### config.mk
export PLATFORM = sky130hd
export DESIGN_NAME = quad_x_motor_mixer_core
export DESIGN_NICKNAME = d
export VERILOG_FILES = /design/src/sv/qxm_pkg.sv /design/src/sv/qxm_mix.sv /design/src/sv/quad_x_motor_mixer_core.sv
export SDC_FILE = /design/constraint.sdc
export NUM_CORES = 2
export LEC_CHECK = 0
export BUFFER_PORTS_ARGS = -buffer_cell sky130_fd_sc_hd__buf_2
export CORE_MARGIN = 10
export CORE_UTILIZATION = 50
export CTS_BUF_LIST = sky130_fd_sc_hd__clkbuf_16
export DETAILED_ROUTE_END_ITERATION = 7
export MAX_ROUTING_LAYER = met4
export PLACE_DENSITY = 0.71
export SLEW_MARGIN = 20
export SYNTH_ARGS = -nofsm -noshare
export SYNTH_HDL_FRONTEND = slang
export SYNTH_SLANG_ARGS = --single-unit
export TNS_END_PERCENT = 20
### constraint.sdc
create_clock -name aclk -period 24.7 [get_ports aclk]
set_input_delay 4.94 -clock aclk [delete_from_list [all_inputs] [get_ports aclk]]
set_output_delay 4.94 -clock aclk [all_outputs]
set_load 0.02 [all_outputs]
### src/sv/qxm_pkg.sv
// Shared types, command codes, mixing signs and arithmetic helpers for the
// quad-X motor mixer. No dependencies; used by qxm_mix and the top level.
`default_nettype none

package qxm_pkg;

    localparam int MOTOR_COUNT = 4;
    localparam int PULSE_W     = 12;
    localparam int CORR_W      = 16;
    localparam int SUM_W       = 17;

    // Command codes carried on the input tuser.
    localparam logic [1:0] CMD_MIX    = 2'd0;
    localparam logic [1:0] CMD_SET    = 2'd1;
    localparam logic [1:0] CMD_ARM    = 2'd2;
    localparam logic [1:0] CMD_DISARM = 2'd3;

    // Register indexes on the configuration port.
    localparam logic REG_MIN_THROTTLE = 1'b0;
    localparam logic REG_MAX_THROTTLE = 1'b1;

    localparam logic [PULSE_W-1:0] MIN_THROTTLE_RST = 12'd1000;
    localparam logic [PULSE_W-1:0] MAX_THROTTLE_RST = 12'd2000;
    localparam logic [PULSE_W-1:0] PULSE_RST        = 12'd1000;

    // Negation mask per motor: bit 0 roll, bit 1 pitch, bit 2 yaw.
    // Motor order is front-left, front-right, back-left, back-right.
    localparam logic [2:0] MIX_NEG [MOTOR_COUNT] = '{3'b110, 3'b011, 3'b000, 3'b101};

    // The duty (p*16384 + 10000) / 20000 equals (p*512 + 312) / 625, because the
    // dropped low five bits never carry. The division by 625 is a multiply by
    // ceil(2^31 / 625) and a shift by 31, exact for all 21-bit dividends.
    localparam logic [42:0] DUTY_RECIP  = 43'd3435974;
    localparam logic [20:0] DUTY_OFFSET = 21'd312;

    typedef logic [MOTOR_COUNT-1:0][PULSE_W-1:0] pulse_arr_t;

    typedef struct packed {
        logic [1:0]         command;
        logic [PULSE_W-1:0] throttle;
        logic [CORR_W-1:0]  roll;
        logic [CORR_W-1:0]  pitch;
        logic [CORR_W-1:0]  yaw;
        logic [1:0]         motor_index;
        logic [PULSE_W-1:0] pulse_value;
    } item_t;

    typedef struct packed {
        logic [PULSE_W-1:0] min_throttle;
        logic [PULSE_W-1:0] max_throttle;
    } bounds_t;

    // Quarter of a signed correction, truncated toward zero.
    function automatic logic signed [SUM_W-1:0] quarter(input logic [CORR_W-1:0] c);
        logic signed [SUM_W-1:0] ext;
        ext = $signed({c[CORR_W-1], c});
        if (c[CORR_W-1]) begin
            ext = ext + 17'sd3;
        end
        return ext >>> 2;
    endfunction

    // Clamp to the minimum first, then to the maximum, so the maximum wins.
    function automatic logic [PULSE_W-1:0] clamp_pulse(input logic signed [SUM_W-1:0] v,
                                                       input bounds_t b);
        logic signed [SUM_W-1:0] r;
        r = v;
        if (r < $signed({5'd0, b.min_throttle})) begin
            r = $signed({5'd0, b.min_throttle});
        end
        if (r > $signed({5'd0, b.max_throttle})) begin
            r = $signed({5'd0, b.max_throttle});
        end
        return r[PULSE_W-1:0];
    endfunction

    function automatic logic [PULSE_W-1:0] duty_of(input logic [PULSE_W-1:0] pulse);
        logic [20:0] y;
        logic [42:0] prod;
        y    = {pulse, 9'd0} + DUTY_OFFSET;
        prod = 43'(y) * DUTY_RECIP;
        return prod[42:31];
    endfunction

endpackage

`default_nettype wire

### src/sv/qxm_mix.sv
// Next-state logic of the mixer: the four motor pulses and the armed flag
// after one command. Depends on qxm_pkg.
`default_nettype none

module qxm_mix (
    input  wire qxm_pkg::item_t      item,
    input  wire qxm_pkg::bounds_t    bounds,
    input  wire qxm_pkg::pulse_arr_t pulse_cur,
    input  wire logic                armed_cur,
    output qxm_pkg::pulse_arr_t      pulse_next,
    output logic                     armed_next
);

    logic signed [qxm_pkg::SUM_W-1:0] q_roll;
    logic signed [qxm_pkg::SUM_W-1:0] q_pitch;
    logic signed [qxm_pkg::SUM_W-1:0] q_yaw;
    logic [qxm_pkg::PULSE_W-1:0]      min_clamped;
    qxm_pkg::pulse_arr_t              mixed;

    assign q_roll      = qxm_pkg::quarter(item.roll);
    assign q_pitch     = qxm_pkg::quarter(item.pitch);
    assign q_yaw       = qxm_pkg::quarter(item.yaw);
    assign min_clamped = qxm_pkg::clamp_pulse($signed({5'd0, bounds.min_throttle}), bounds);

    // Four independent mixers, one per motor.
    always_comb begin
        for (int i = 0; i < qxm_pkg::MOTOR_COUNT; i++) begin
            mixed[i] = qxm_pkg::clamp_pulse(
                $signed({5'd0, item.throttle})
                + (qxm_pkg::MIX_NEG[i][0] ? -q_roll  : q_roll)
                + (qxm_pkg::MIX_NEG[i][1] ? -q_pitch : q_pitch)
                + (qxm_pkg::MIX_NEG[i][2] ? -q_yaw   : q_yaw),
                bounds);
        end
    end

    always_comb begin
        pulse_next = pulse_cur;
        armed_next = armed_cur;
        case (item.command)
            qxm_pkg::CMD_MIX: begin
                // A disarmed mix parks every motor at the stop value.
                pulse_next = armed_cur ? mixed : {qxm_pkg::MOTOR_COUNT{min_clamped}};
            end
            qxm_pkg::CMD_SET: begin
                pulse_next[item.motor_index] =
                    qxm_pkg::clamp_pulse($signed({5'd0, item.pulse_value}), bounds);
            end
            qxm_pkg::CMD_ARM: begin
                armed_next = 1'b1;
            end
            qxm_pkg::CMD_DISARM: begin
                armed_next = 1'b0;
                pulse_next = {qxm_pkg::MOTOR_COUNT{min_clamped}};
            end
            default: begin
                pulse_next = pulse_cur;
            end
        endcase
    end

endmodule

`default_nettype wire

### src/sv/quad_x_motor_mixer_core.sv
// Top level of the quad-X motor mixer: stream ports, APB register file,
// motor state and the result register. Depends on qxm_pkg and qxm_mix.
//
//  Port group   Direction  Beat contents
//  s_axis_*     in         one command with its throttle, corrections and set value
//  m_axis_*     out        four stored pulses, four duties and the armed flag
//  APB          in/out     min_throttle at 0x0, max_throttle at 0x4
//
// Each accepted command beat produces exactly one result beat in the next cycle. A
// new command can be accepted in every cycle; the rate is one beat per cycle, set
// by the single result register, which refills in the same cycle its beat is taken.
// When the result is stalled, s_axis_tready drops until the result leaves. Reset
// restores both bounds, parks all motors at 1000 us and disarms. The user must
// write the bounds only while the block is idle; the block does not enforce it.
`default_nettype none

module quad_x_motor_mixer_core (
    input  wire logic         aclk,
    input  wire logic         aresetn,

    input  wire logic         s_axis_tvalid,
    output logic              s_axis_tready,
    // tdata, lowest bit first: throttle[11:0], roll[27:12], pitch[43:28],
    // yaw[59:44], motor_index[61:60], pulse_value[73:62], zero pad[79:74]
    input  wire logic [79:0]  s_axis_tdata,
    // tuser: command[1:0]
    input  wire logic [1:0]   s_axis_tuser,

    output logic              m_axis_tvalid,
    input  wire logic         m_axis_tready,
    // tdata, lowest bit first: pulse_front_left[11:0], pulse_front_right[23:12],
    // pulse_back_left[35:24], pulse_back_right[47:36], duty_front_left[59:48],
    // duty_front_right[71:60], duty_back_left[83:72], duty_back_right[95:84],
    // armed_flag[96], zero pad[103:97]
    output logic [103:0]      m_axis_tdata,

    input  wire logic         psel,
    input  wire logic         penable,
    input  wire logic         pwrite,
    input  wire logic [2:0]   paddr,
    input  wire logic [31:0]  pwdata,
    output logic [31:0]       prdata,
    output logic              pready
);

    localparam int ARMED_BIT = 96;

    qxm_pkg::item_t      item;
    qxm_pkg::bounds_t    bounds_reg;
    qxm_pkg::pulse_arr_t pulse_reg;
    qxm_pkg::pulse_arr_t pulse_next;
    logic                armed_reg;
    logic                armed_next;
    logic                m_valid_reg;
    logic [103:0]        m_data_reg;
    logic [103:0]        m_data_next;
    logic                accept;
    logic                cfg_write;

    // Unpack the command beat.
    assign item.command     = s_axis_tuser;
    assign item.throttle    = s_axis_tdata[11:0];
    assign item.roll        = s_axis_tdata[27:12];
    assign item.pitch       = s_axis_tdata[43:28];
    assign item.yaw         = s_axis_tdata[59:44];
    assign item.motor_index = s_axis_tdata[61:60];
    assign item.pulse_value = s_axis_tdata[73:62];

    // The result register frees itself in the same cycle its beat is taken.
    assign s_axis_tready = !m_valid_reg || m_axis_tready;
    assign accept        = s_axis_tvalid && s_axis_tready;

    // APB: zero wait states; the register is selected by address bit 2.
    assign pready    = 1'b1;
    assign cfg_write = psel && penable && pwrite && pready;

    always_comb begin
        case (paddr[2])
            qxm_pkg::REG_MIN_THROTTLE: prdata = {20'd0, bounds_reg.min_throttle};
            qxm_pkg::REG_MAX_THROTTLE: prdata = {20'd0, bounds_reg.max_throttle};
            default:                   prdata = 32'd0;
        endcase
    end

    always_ff @(posedge aclk) begin
        if (!aresetn) begin
            bounds_reg.min_throttle <= qxm_pkg::MIN_THROTTLE_RST;
            bounds_reg.max_throttle <= qxm_pkg::MAX_THROTTLE_RST;
        end else if (cfg_write) begin
            case (paddr[2])
                qxm_pkg::REG_MIN_THROTTLE: bounds_reg.min_throttle <= pwdata[11:0];
                qxm_pkg::REG_MAX_THROTTLE: bounds_reg.max_throttle <= pwdata[11:0];
                default:                   bounds_reg <= bounds_reg;
            endcase
        end
    end

    qxm_mix u_mix (
        .item       (item),
        .bounds     (bounds_reg),
        .pulse_cur  (pulse_reg),
        .armed_cur  (armed_reg),
        .pulse_next (pulse_next),
        .armed_next (armed_next)
    );

    // Duties are derived from the pulses being stored, so the result beat
    // always reports the state left behind by its own command.
    always_comb begin
        m_data_next            = '0;
        m_data_next[47:0]      = pulse_next;
        for (int i = 0; i < qxm_pkg::MOTOR_COUNT; i++) begin
            m_data_next[48 + 12*i +: 12] = qxm_pkg::duty_of(pulse_next[i]);
        end
        m_data_next[ARMED_BIT] = armed_next;
    end

    always_ff @(posedge aclk) begin
        if (!aresetn) begin
            pulse_reg   <= {qxm_pkg::MOTOR_COUNT{qxm_pkg::PULSE_RST}};
            armed_reg   <= 1'b0;
            m_valid_reg <= 1'b0;
        end else begin
            if (accept) begin
                pulse_reg   <= pulse_next;
                armed_reg   <= armed_next;
                m_valid_reg <= 1'b1;
            end else if (m_axis_tready) begin
                m_valid_reg <= 1'b0;
            end
        end
    end

    always_ff @(posedge aclk) begin
        if (accept) begin
            m_data_reg <= m_data_next;
        end
    end

    assign m_axis_tvalid = m_valid_reg;
    assign m_axis_tdata  = m_data_reg;

`ifndef ASSERT_OFF
    // A disarm beat is reported disarmed with the FL, FR and BR pulses equal.
    a_disarm_result: assert property (@(posedge aclk) disable iff (!aresetn)
        accept && s_axis_tuser == qxm_pkg::CMD_DISARM |=>
            m_axis_tvalid && !m_axis_tdata[ARMED_BIT]
            && m_axis_tdata[11:0] == m_axis_tdata[23:12]
            && m_axis_tdata[11:0] == m_axis_tdata[47:36])
        else $error("disarm result not parked");

    // A mix while disarmed must not spin any motor differently.
    a_disarmed_mix: assert property (@(posedge aclk) disable iff (!aresetn)
        accept && s_axis_tuser == qxm_pkg::CMD_MIX && !armed_reg |=>
            m_axis_tdata[11:0] == m_axis_tdata[35:24]
            && m_axis_tdata[23:12] == m_axis_tdata[47:36]
            && m_axis_tdata[11:0] == m_axis_tdata[23:12])
        else $error("disarmed mix moved a motor");

    // The pending result always matches the motor state it was taken from.
    a_result_tracks_state: assert property (@(posedge aclk) disable iff (!aresetn)
        m_axis_tvalid |-> m_axis_tdata[47:0] == pulse_reg
            && m_axis_tdata[ARMED_BIT] == armed_reg)
        else $error("result beat out of step with motor state");

    // An arm beat leaves the stored pulses untouched.
    a_arm_keeps_pulses: assert property (@(posedge aclk) disable iff (!aresetn)
        accept && s_axis_tuser == qxm_pkg::CMD_ARM |=> $stable(pulse_reg) && armed_reg)
        else $error("arm changed the motor pulses");
`endif

endmodule

`default_nettype wire

==> flow_summary.yaml <==
outcome:
  status: "finished clean"
setup_path:
  cp_common_cell: "a21oi_1"
  rrSetupSlack_ns: 10.49
  criticalPathCategory: "in2reg"
  start_kind: "input port"
  critical_path_arrival_ns: 22.27
  endpoint_kind: "flip-flop"
  r2r_end: "m_axis_tdata[95]$_DFFE_PP_"
  timing.rr.start: "bounds_reg[15]$_SDFFE_PN1P_"
  reg2regPathDepth: 49
  required_ns: 24.96
  path_max_fanout: 17
  slowest_delay_ns: 0.90
  slowest_stage: "o21ai_2"
synth:
  synthArstFlopShare_pct: 0
  syn_area_per_cell_um2: 8.901
  ys_types: 99
  ys.flop_type: "edfxtp_1"
  synth-edff-count: 97
  syn-cell-area_mm2: 0.04051
  ys_warn_count: 0
  ys_seq_area_share_pct: 10.85
  netlist_instances: 4551
  yosys_register_bits: 171
detailed_routing:
  routed_wl_mm: 120.0
  post-route-drc-count: 0
  drtAntennaViolNets: 0
  vias: 32570
  routed_via_density: 5.602
  drt-initial-drc-count: 2600
  dr.pass1.iters: 6
  wl_per_cell_um: 20.64
global_route:
  grt_max_degree: 83
  grt_use_total_pct: 26.37
  grt_pass1_wl_mm: 186.9
  overflow: 0
  antenna_found_initial: 9
  grt_pass1_vias: 33143
clocking:
  cts_tree: "done"
  post_cts_buffers: 0
  clk_latency_ns: 0.53
  clock_path_buffers: 2
  cts.sinks: 171
  clkTransAtPathRegs_ns: 0.08
  cts_made_buffers: 17
  cts_root_buffer: "clkbuf_16"
  post_cts_resized: 0
  cts_max_level: 4
  hold_buffers: 0
cells_and_area:
  area_delta_synth_final_pct: 7.042
  drive_above_1_share_pct: 8.409
  nets: 6119
  largest_reg_flops: 97
  finalNonFillerCells: 5814
die:
  start_util_pct: 50.37
  core_area_mm2: 0.08042
  pin_count: 263
  die_x_um: 304.6
  die_y_um: 304.6
  dieArea_mm2: 0.09280
  rows: 104
sta:
  setup_viol: 0
  fin_crit_ns: 22.00
  finalSetupTns_ns: 0
  slew_violations: 0
  finalCritPeriodShare_pct: 89.09
  finClkSkew_ns: 0.01619
  worst_slew_margin_rel_pct: 23.82
  finalHoldViolCount: 0
  max_freq_mhz: 45.44
  rsz0062_at_grt: "no"
  hold-worst-slack_ns: 0.4690
  tightest_slew_ns: 1.143
place:
  dp_cells: 5773
  post-dp-hpwl_mm: 102.5
  place_congestion: 1.009
  io_buffers: 206
min_path:
  min-delay-path-class: "reg2reg"
  whs_endpoint: "pulse_reg[28]$_SDFFE_PN0P_"
  hp-start: "pulse_reg[28]$_SDFFE_PN0P_"
  hold_depth: 2
flow_run:
  max_cap_viol_count: 0
critical path, delay by kind of cell:
family	cells	cell delay, ns
compound gates	29	7.21
xor+xnor	3	0.65
mux	1	0.47
buf+inv	4	0.61
simple gates	12	2.27
fa+ha+maj	14	6.08
synth_stat cells (all sizes together), types with 67 or more instances:
cell type  count  area (um2)
dfxtp         74        1481
ha           833       10420
edfxtp        97        2913
a21oi        271        1375
a21o         132       993.5
nand2        282        1059
nand3         67       335.3
inv          955        3585
o21ai        233        1174
xnor2        138        1216
xor2          83       727.0
fa           430        8608
nor2         170       643.1
layer usage:
layer / track usage [%] / vias up / wire length (um)
li1: - / 15564 / -
met4: 8.827 / 0 / 3949
met3: 5.554 / 185 / 9213
met5: - / - / 0
met2: 41.79 / 1120 / 55280
met1: 33.18 / 15701 / 51570
kinds of logic (layout without fill, tap and decap cells):
family / Yosys count / after routing / share of synthesized area, %
mux: 112 / 112 / 2.956
xor+xnor: 221 / 221 / 4.797
other cells: 2 / 37 / 0.01854
simple gates: 765 / 765 / 8.954
compound gates: 951 / 951 / 15.19
buf+inv: 1066 / 1234 / 10.26
flops: 171 / 171 / 10.85
fa+ha+maj: 1263 / 1263 / 46.98
through the flow:
stage,utilization (%),cell area (um2),worst slack [ns]
global placement,53.10,42700,2.619
detailed placement,53.10,42700,2.424
floorplan,-,40610,5.187
CTS,53.88,43330,2.890
global route,53.92,43360,1.806
finish,53.92,43360,2.695
cell type report:
cell class,count,area (um2)
antenna,9,22.52
clock buffer,17,425.4
clock inverter,15,198.9
fill,7474,37060
inverter,956,3593
multi-input combinational,3340,32070
sequential,171,4394
tap,1060,1326
timing repair buffer,246,1331
placed cells by master (no fill, tap or decap), drive strengths merged, types with 27 or more instances in the layout:
master / instances
and3: 29
o211ai: 55
fa: 430
xor2: 83
nor3: 27
buf: 246
a21oi: 271
nand2: 282
nand2b: 34
ha: 833
inv: 961
conb: 28
nand4: 27
a211oi: 32
o21ai: 233
mux2: 61
nand3: 67
mux2i: 51
a21o: 132
a21boi: 37
dfxtp: 74
xnor2: 138
nor2b: 34
nor2: 170
edfxtp: 97
o21a: 37
worst max-delay path by stage:
stage	end	startpoint	cells past startpoint	slack (ns)
detailed placement	m_axis_tdata[95]$_DFFE_PP_	s_axis_tdata[27]	63	2.42
CTS	m_axis_tdata[95]$_DFFE_PP_	s_axis_tdata[27]	63	2.89
global placement	m_axis_tdata[95]$_DFFE_PP_	s_axis_tdata[27]	63	2.62
global route	m_axis_tdata[95]$_DFFE_PP_	s_axis_tdata[27]	64	1.81
floorplan	m_axis_tdata[56]$_DFFE_PP_	s_axis_tdata[12]	71	5.19
finish	m_axis_tdata[95]$_DFFE_PP_	s_axis_tdata[27]	63	2.70
Power is left out: the tool's default activity adds up to more than one toggle a clock period on the data nets, which glitch-free logic cannot reach.
